[src/rtl/core/mlp_pkg.sv]
`timescale 1ns / 1ps
package mlp_pkg;
  localparam int MaxNeurons = 16;
  localparam int MaxStages  = 4;
  localparam int FracBits   = 12;
  localparam int ValW       = 16;
  localparam int ActW       = 13;

  localparam logic [1:0] ReqWeight = 2'd0;
  localparam logic [1:0] ReqBias   = 2'd1;
  localparam logic [1:0] ReqInput  = 2'd2;

  localparam logic [2:0] CfgLayerCount = 3'd0;

  typedef struct packed {
    logic [1:0]  req_type;
    logic [1:0]  stage;
    logic [3:0]  row;
    logic [3:0]  column;
    logic [15:0] value;
    logic        last_element;
  } in_word_t;

  typedef struct packed {
    logic [3:0]  neuron_index;
    logic [12:0] activation;
    logic        last_result;
  } out_word_t;

  // PLAN sigmoid, input Q4.12 signed, output Q1.12 unsigned
  function automatic logic [12:0] plan_sigmoid(input logic signed [15:0] x);
    logic [16:0] ax;
    logic [12:0] y;
    ax = x[15] ? 17'(-$signed({x[15], x})) : {1'b0, x};
    if (ax >= 17'(5 << FracBits)) y = 13'(1 << FracBits);
    else if (ax >= 17'((19 << FracBits) / 8)) y = 13'((ax >> 5) + ((27 << FracBits) / 32));
    else if (ax >= 17'(1 << FracBits)) y = 13'((ax >> 3) + ((5 << FracBits) / 8));
    else y = 13'((ax >> 2) + ((1 << FracBits) / 2));
    return x[15] ? 13'((1 << FracBits) - y) : y;
  endfunction
endpackage

[src/rtl/core/mlp_cell.sv]
`timescale 1ns / 1ps
// One neuron: holds its weights and bias for every stage, one MAC per cycle
// on the activation word streaming past, and passes that word on.
// The weight read is registered, so the MAC for a word runs in the cycle after
// the word reaches the cell, on the copy held in act_o.
module mlp_cell #(
  parameter int MaxNeurons = mlp_pkg::MaxNeurons,
  parameter int MaxStages  = mlp_pkg::MaxStages,
  parameter int FracBits   = mlp_pkg::FracBits
) (
  input  logic                          clk_i,
  input  logic                          rst_ni,
  input  logic                          wr_w_i,
  input  logic                          wr_b_i,
  input  logic [$clog2(MaxStages)-1:0]  wr_stage_i,
  input  logic [$clog2(MaxNeurons)-1:0] wr_col_i,
  input  logic signed [15:0]            wr_val_i,
  input  logic [$clog2(MaxStages)-1:0]  stage_i,
  input  logic                          clear_i,
  input  logic                          mac_i,
  input  logic [$clog2(MaxNeurons)-1:0] col_i,
  input  logic signed [15:0]            act_i,
  output logic signed [15:0]            act_o,
  output logic [12:0]                   sig_o
);
  logic signed [15:0] wmem [MaxStages*MaxNeurons];
  logic signed [15:0] bias_q [MaxStages];
  logic signed [15:0] w_q;
  logic signed [39:0] acc_q, acc_d;
  logic signed [31:0] prod;
  logic signed [39:0] sum;
  logic signed [15:0] sat;

  // weight store, written by load words; weight for the arriving word
  always_ff @(posedge clk_i) begin
    if (wr_w_i) wmem[{wr_stage_i, wr_col_i}] <= wr_val_i;
    if (wr_b_i) bias_q[wr_stage_i] <= wr_val_i;
    w_q <= wmem[{stage_i, col_i}];
  end

  // pass activation to the neighbor
  always_ff @(posedge clk_i) begin
    act_o <= act_i;
  end

  assign prod = w_q * act_o;

  always_comb begin
    acc_d = acc_q;
    if (clear_i) acc_d = 40'(bias_q[stage_i]);
    else if (mac_i) acc_d = acc_q + 40'(prod >>> FracBits);
  end

  always_ff @(posedge clk_i or negedge rst_ni) begin
    if (!rst_ni) begin
      acc_q <= '0;
    end else begin
      acc_q <= acc_d;
    end
  end

  // saturate to Q4.12 and squash
  always_comb begin
    sum = acc_q;
    if (sum > 40'sd32767) sat = 16'sh7fff;
    else if (sum < -40'sd32768) sat = 16'sh8000;
    else sat = sum[15:0];
    sig_o = mlp_pkg::plan_sigmoid(sat);
  end
endmodule
[config.mk]
export PLATFORM = sky130hd
export DESIGN_NAME = mlp_cell
export DESIGN_NICKNAME = d
export VERILOG_FILES = /design/src/rtl/core/mlp_pkg.sv /design/src/rtl/core/mlp_cell.sv
export SDC_FILE = /design/constraint.sdc
export NUM_CORES = 2
export LEC_CHECK = 0
export ABC_AREA = 1
export BUFFER_PORTS_ARGS = -buffer_cell sky130_fd_sc_hd__buf_2
export CELL_PAD_IN_SITES_DETAIL_PLACEMENT = 1
export CELL_PAD_IN_SITES_GLOBAL_PLACEMENT = 1
export CORE_MARGIN = 8
export CORE_UTILIZATION = 53
export CTS_BUF_LIST = sky130_fd_sc_hd__clkbuf_4
export CTS_CLUSTER_DIAMETER = 60
export DETAILED_ROUTE_END_ITERATION = 8
export MAX_ROUTING_LAYER = met4
export PLACE_DENSITY_LB_ADDON = 0.1
export SYNTH_ARGS = -nofsm -noshare
export SYNTH_HDL_FRONTEND = slang
export SYNTH_SLANG_ARGS = --single-unit
[constraint.sdc]
create_clock -name clk_i -period 9.5 [get_ports clk_i]
set_clock_uncertainty 0.05 [all_clocks]
set_input_delay 1.425 -clock clk_i [delete_from_list [all_inputs] [get_ports clk_i]]
set_output_delay 1.425 -clock clk_i [all_outputs]
set_load 0.02 [all_outputs]
Word level (Yosys, flattened, before mapping):

Memory sizes are Yosys's and may differ from the RTL's. A register that Yosys moved wholly into a read port is not among the register bits.
Cells that the tools add are included.

* add/sub/neg operators: 6
* div/mod/pow operators: 0
* shifts and indexed selects: 0
* equality and inequality tests: 0
* multiply operators: 1
* order comparisons: 5
* bitwise operators: 0
* reduce and logical (&&, ||, !) cells: 1
* multiplexer cells: 13

Operator list (count)
* $mux 40: 2
* $mux 13: 4
* $add 40x20->40: 1
* $gt 40x16->1 const B: 1
* $lt 40x16->1 const B: 1
* $mul 16x16->32: 1
* $mux 16: 2
* $add 13x12->13 const B: 2
* $ge 17x13->1 const B: 1
* $ge 17x14->1 const B: 1
* $ge 17x15->1 const B: 1
* $mux 17: 1
* $neg 16->17: 1
* $add 12x12->13 const B: 1
* $sub 13x13->13 const A: 1
* $mux 1: 4
* $reduce_bool 2->1: 1

* latch bits: 0
* register bits: 56
* ROM bits: 0
* memories kept: 2
* input bits: 50
* output and inout port bits: 29
* memory bits (writable): 1088

Memories
* wmem: depth 64, width 16, read ports 1, clocked after Yosys merged registers in 1, write ports 1, RTL line mlp_cell.sv:26 `logic signed [15:0] wmem [MaxStages*MaxNeurons];`
* bias_q: depth 4, width 16, read ports 1, clocked after Yosys merged registers in 0, write ports 1, RTL line mlp_cell.sv:27 `logic signed [15:0] bias_q [MaxStages];`

Longest topological paths before layout:

* depth in word-level cells: 11
* mapped depth: 47

Worst setup path after synthesis:

No wires, ideal clock.

* path type: flip-flop to flip-flop
* start point: register act_o[5]
* end point: register acc_q[34]
* path slack: 1.457 ns
* stages on the path, launching flop included: 39
* clock period less this slack: 8.043 ns
* arrival: 7.860 ns
* path buffers: 2
* data required time: 9.317 ns
* cells stage by stage: dfxtp_1 > clkbuf_1 > clkbuf_1 > nand2_1 > fa_1 > inv_1 > fa_1 > fa_1 > inv_1 > fa_1 > inv_1 > fa_1 > inv_1 > fa_1 > inv_1 > ha_1 > inv_1 > nor3_1 > (+3 left out) > nand3b_1 > nand2_1 > ha_1 > nand2_1 > nor2_1 > nand2_1 > nor2_1 > a21oi_1 > inv_1 > a21oi_1 > inv_1 > a21oi_1 > o31ai_1 > nand3_1 > nand2_1 > a21oi_1 > o21ai_0 > a21oi_1

* cells in the longest elaborated chain, start to end: 4

Ends and longest elaborated chain
* from (decl): RTL line mlp_cell.sv:23 `output logic signed [15:0] act_o,`
* from (signal assigned): RTL line mlp_cell.sv:43 `act_o <= act_i;`
* $mul 16x16->32: RTL line mlp_cell.sv:46 `assign prod = w_q * act_o;`
* $add 40x20->40: RTL line mlp_cell.sv:51 `else if (mac_i) acc_d = acc_q + 40'(prod >>> FracBits);`
* $mux 40: RTL line mlp_cell.sv:51
* $mux 40: RTL line mlp_cell.sv:50 `if (clear_i) acc_d = 40'(bias_q[stage_i]);`
* to (signal assigned): RTL line mlp_cell.sv:56 `acc_q <= '0;`
* to (signal assigned): RTL line mlp_cell.sv:58 `acc_q <= acc_d;`
* to (decl): RTL line mlp_cell.sv:29 `logic signed [39:0] acc_q, acc_d;`

Every way passes these cells. The select of a mux whose other input is x is not followed.
A chain may end at the register's enable or synchronous reset.

Worst setup path in the final report:

* start point: register w_q[12] (read register of wmem)
* end point: register acc_q[29]

* cells in the longest elaborated chain, start to end: 4

Ends and longest elaborated chain
* from (decl): RTL line mlp_cell.sv:28 `logic signed [15:0] w_q;`
* $mul 16x16->32: RTL line mlp_cell.sv:46
* $add 40x20->40: RTL line mlp_cell.sv:51
* $mux 40: RTL line mlp_cell.sv:51
* $mux 40: RTL line mlp_cell.sv:50

Every way passes these cells. The select of a mux whose other input is x is not followed.

==> impl_results.md <==
* Outcome: finished, final reports clean
* CP Launch Type: register
* Synth unique cells at 53
* Clk sinks at 1160
* Via Count at 42500
* Vias per inst at 5.96
* Die ar. at 121000 um2
* CP peak stage delay at 0.82 ns
* Placed Cells at 6603
* Synth cell count leaders: edfxtp_1, nor2_1, o21ai_0
* CTS Buf Count at 319
* Die X at 348 um
* Die Ht at 348 um
* Fmax at 114 MHz
* CTS tree: built
* Fin cells at 7135
* Maxcap violations at 0
* Hold Buf Count CTS at 0
* Routability Congestion at 0.884
* RSZ-0062 raised after global routing: no
* Seq cells post-synth at 1160
* Initial antenna violation count at 6
* Largest net degree at the start of global routing at 179
* Mapped Cells at 5289
* Worst rel slew slack at 16.8%
* Tot GR Track Use at 29.9%
* Top cell by count, worst path: nand2_1
* Worst hold slack at 0.285 ns
* Clock latency on the worst-skew pair at 1.28 ns
* Critical path arrival at 9.85 ns
* Max clock buf depth at 4
* Count leader, synth: edfxtp_1
* H-tree levels at 5
* Core Box Area at 109000 um2
* Final #Nets at 5954
* Post-Syn Nets at 5733
* Register area share after synthesis at 58.8%
* Slew Viols, Final at 0
* PortBufs at 78
* Mean Syn Cell Area at 11.0 um2
* Global-route wire length before repair at 270000 um
* Setup TNS at 0 ns
* Final Hold Fails at 0
* # setup viols final at 0
* Asr flop ratio synth at 3.45%
* Fin crit share at 92.4%
* Total Routed Length at 177000 um
* Global route overflow at 0
* Area Growth Syn to Fin at 10.0%
* Crit path max fanout at 16
* 1st-pass router iterations at 5
* EDFF count, synth at 1088
* Slowest CP cell: dfxtp_1
* Pre-CTS WS at 0.407 ns
* Final ANT Viol Nets at 0
* Top-Level Pins at 79
* Drt drc at 0
* Worst-path clk slew at 0.06 ns
* Post-synth top area share at 56.0%
* Starting Density at 53.5%
* Wirelength per Cell at 24.8 um
* Syn Std Cell Area at 58300 um2
* Final HPWL from detailed placement at 110000 um
* Worst-Margin Slew at 1.24 ns
* Initial DRC Count at 3656
* Most used DFF post-synth: edfxtp_1
* Worst min path class: in2reg
* Most area-hungry cell type in the Yosys netlist: edfxtp_1
* Rows at 121
* Endpoint type of the worst setup path: register
* Crit path kind: reg2reg
* Post-layout minimum cycle time at 8.78 ns
* Synth top area cells: edfxtp_1, fa_1, o21ai_0, nor2_1, nand2_1
* Setup bufs post-CTS at 0
* Worst path required time at 10.57 ns
* Fraction of layout cells with a size suffix above 1 at 13.7%
* Fin worst setup slack at 0.718 ns
* Root Driver: clkbuf_4
* Vias in the first global route at 45400
* Synth warn at 0
[final timing paths]
path                           start         to  slack [ns]  depth (start not counted)
setup / recovery             w_q[12]  acc_q[29]        0.72                         35
hold / removal             act_i[11]  act_o[11]        0.28                          1
setup reg to reg             w_q[12]  acc_q[29]        0.72                         35
hold reg to reg             acc_q[6]   acc_q[6]        0.50                          2
max in group asynchronous     rst_ni  acc_q[24]        8.40                          1
min in group asynchronous     rst_ni  acc_q[38]        0.35                          1
[kinds of logic after synthesis]
family	synth area share, %
compound gates	12.2
xor+xnor	0.690
fa+ha+maj	11.8
buf+inv	5.48
flops	58.8
simple gates	11.0
[per-stage QoR]
step                      util (%)  instance area, um2
after floorplan                  -               58300
after global placement        55.4               60400
after detailed placement      55.4               60400
after CTS                     58.9               64200
after global routing          58.9               64200
final                         58.9               64200
[critical path, delay by kind of cell (launching register included)]
kind / cells / cell delay (ns)
fa+ha+maj: 8 / 3.98
buf+inv: 6 / 0.45
compound gates: 7 / 1.77
flops: 1 / 0.82
simple gates: 13 / 1.42
xor+xnor: 1 / 0.17
[cell usage in the layout, fill, tap and decap left out, types with 7 or more instances in the layout]
| master | n |
|---|---|
| nand2_1 | 535 |
| o21bai_1 | 10 |
| nor4_2 | 8 |
| buf_4 | 136 |
| dfxtp_2 | 7 |
| clkinv_1 | 52 |
| nor2_1 | 857 |
| nand2_2 | 22 |
| o21ai_0 | 706 |
| clkbuf_4 | 457 |
| a221o_1 | 9 |
| diode_2 | 10 |
| inv_1 | 503 |
| a31oi_1 | 22 |
| a21oi_1 | 152 |
| nand3_1 | 88 |
| xor2_1 | 24 |
| or2_2 | 17 |
| nand4_1 | 18 |
| fa_1 | 262 |
| o32ai_1 | 8 |
| o221ai_1 | 39 |
| nand3_2 | 11 |
| xnor2_1 | 22 |
| nor2_2 | 8 |
| o22ai_1 | 276 |
| dfrtp_1 | 40 |
| buf_2 | 75 |
| inv_2 | 16 |
| edfxtp_1 | 1088 |
| dfxtp_1 | 25 |
| ha_1 | 132 |
| o211ai_1 | 21 |
[flip-flops by register name, summed over array words and instances (netlist names)]
register  count
acc_q        40
wmem       1024
act_o        16
w_q          16
bias_q       64
[metal layers]
layer / GRT usage [%] / routed length [um]
met5: - / 0
met4: 11.8 / 6330
met3: 4.09 / 11100
met2: 50.0 / 88400
met1: 37.1 / 71200
[final cells by class]
class	instances	area, um2
Tap cell	1414	1770
Inverter	517	1960
Sequential cell	1160	34300
Timing Repair Buffer	215	1470
Fill cell	11600	44800
Antenna cell	10	25.0
Multi-Input combinational cell	3297	20900
Clock inverter	65	329
Clock buffer	457	3430
[what timing repair did]
item / in CTS / in global routing
gates resized for setup: 0 / 9
endpoints found under the hold margin: 0 / 0
setup endpoints to repair: 0 / 12
Power is not shown: default switching activity piles up to over one toggle a cycle in this logic, so the estimate is an artifact.
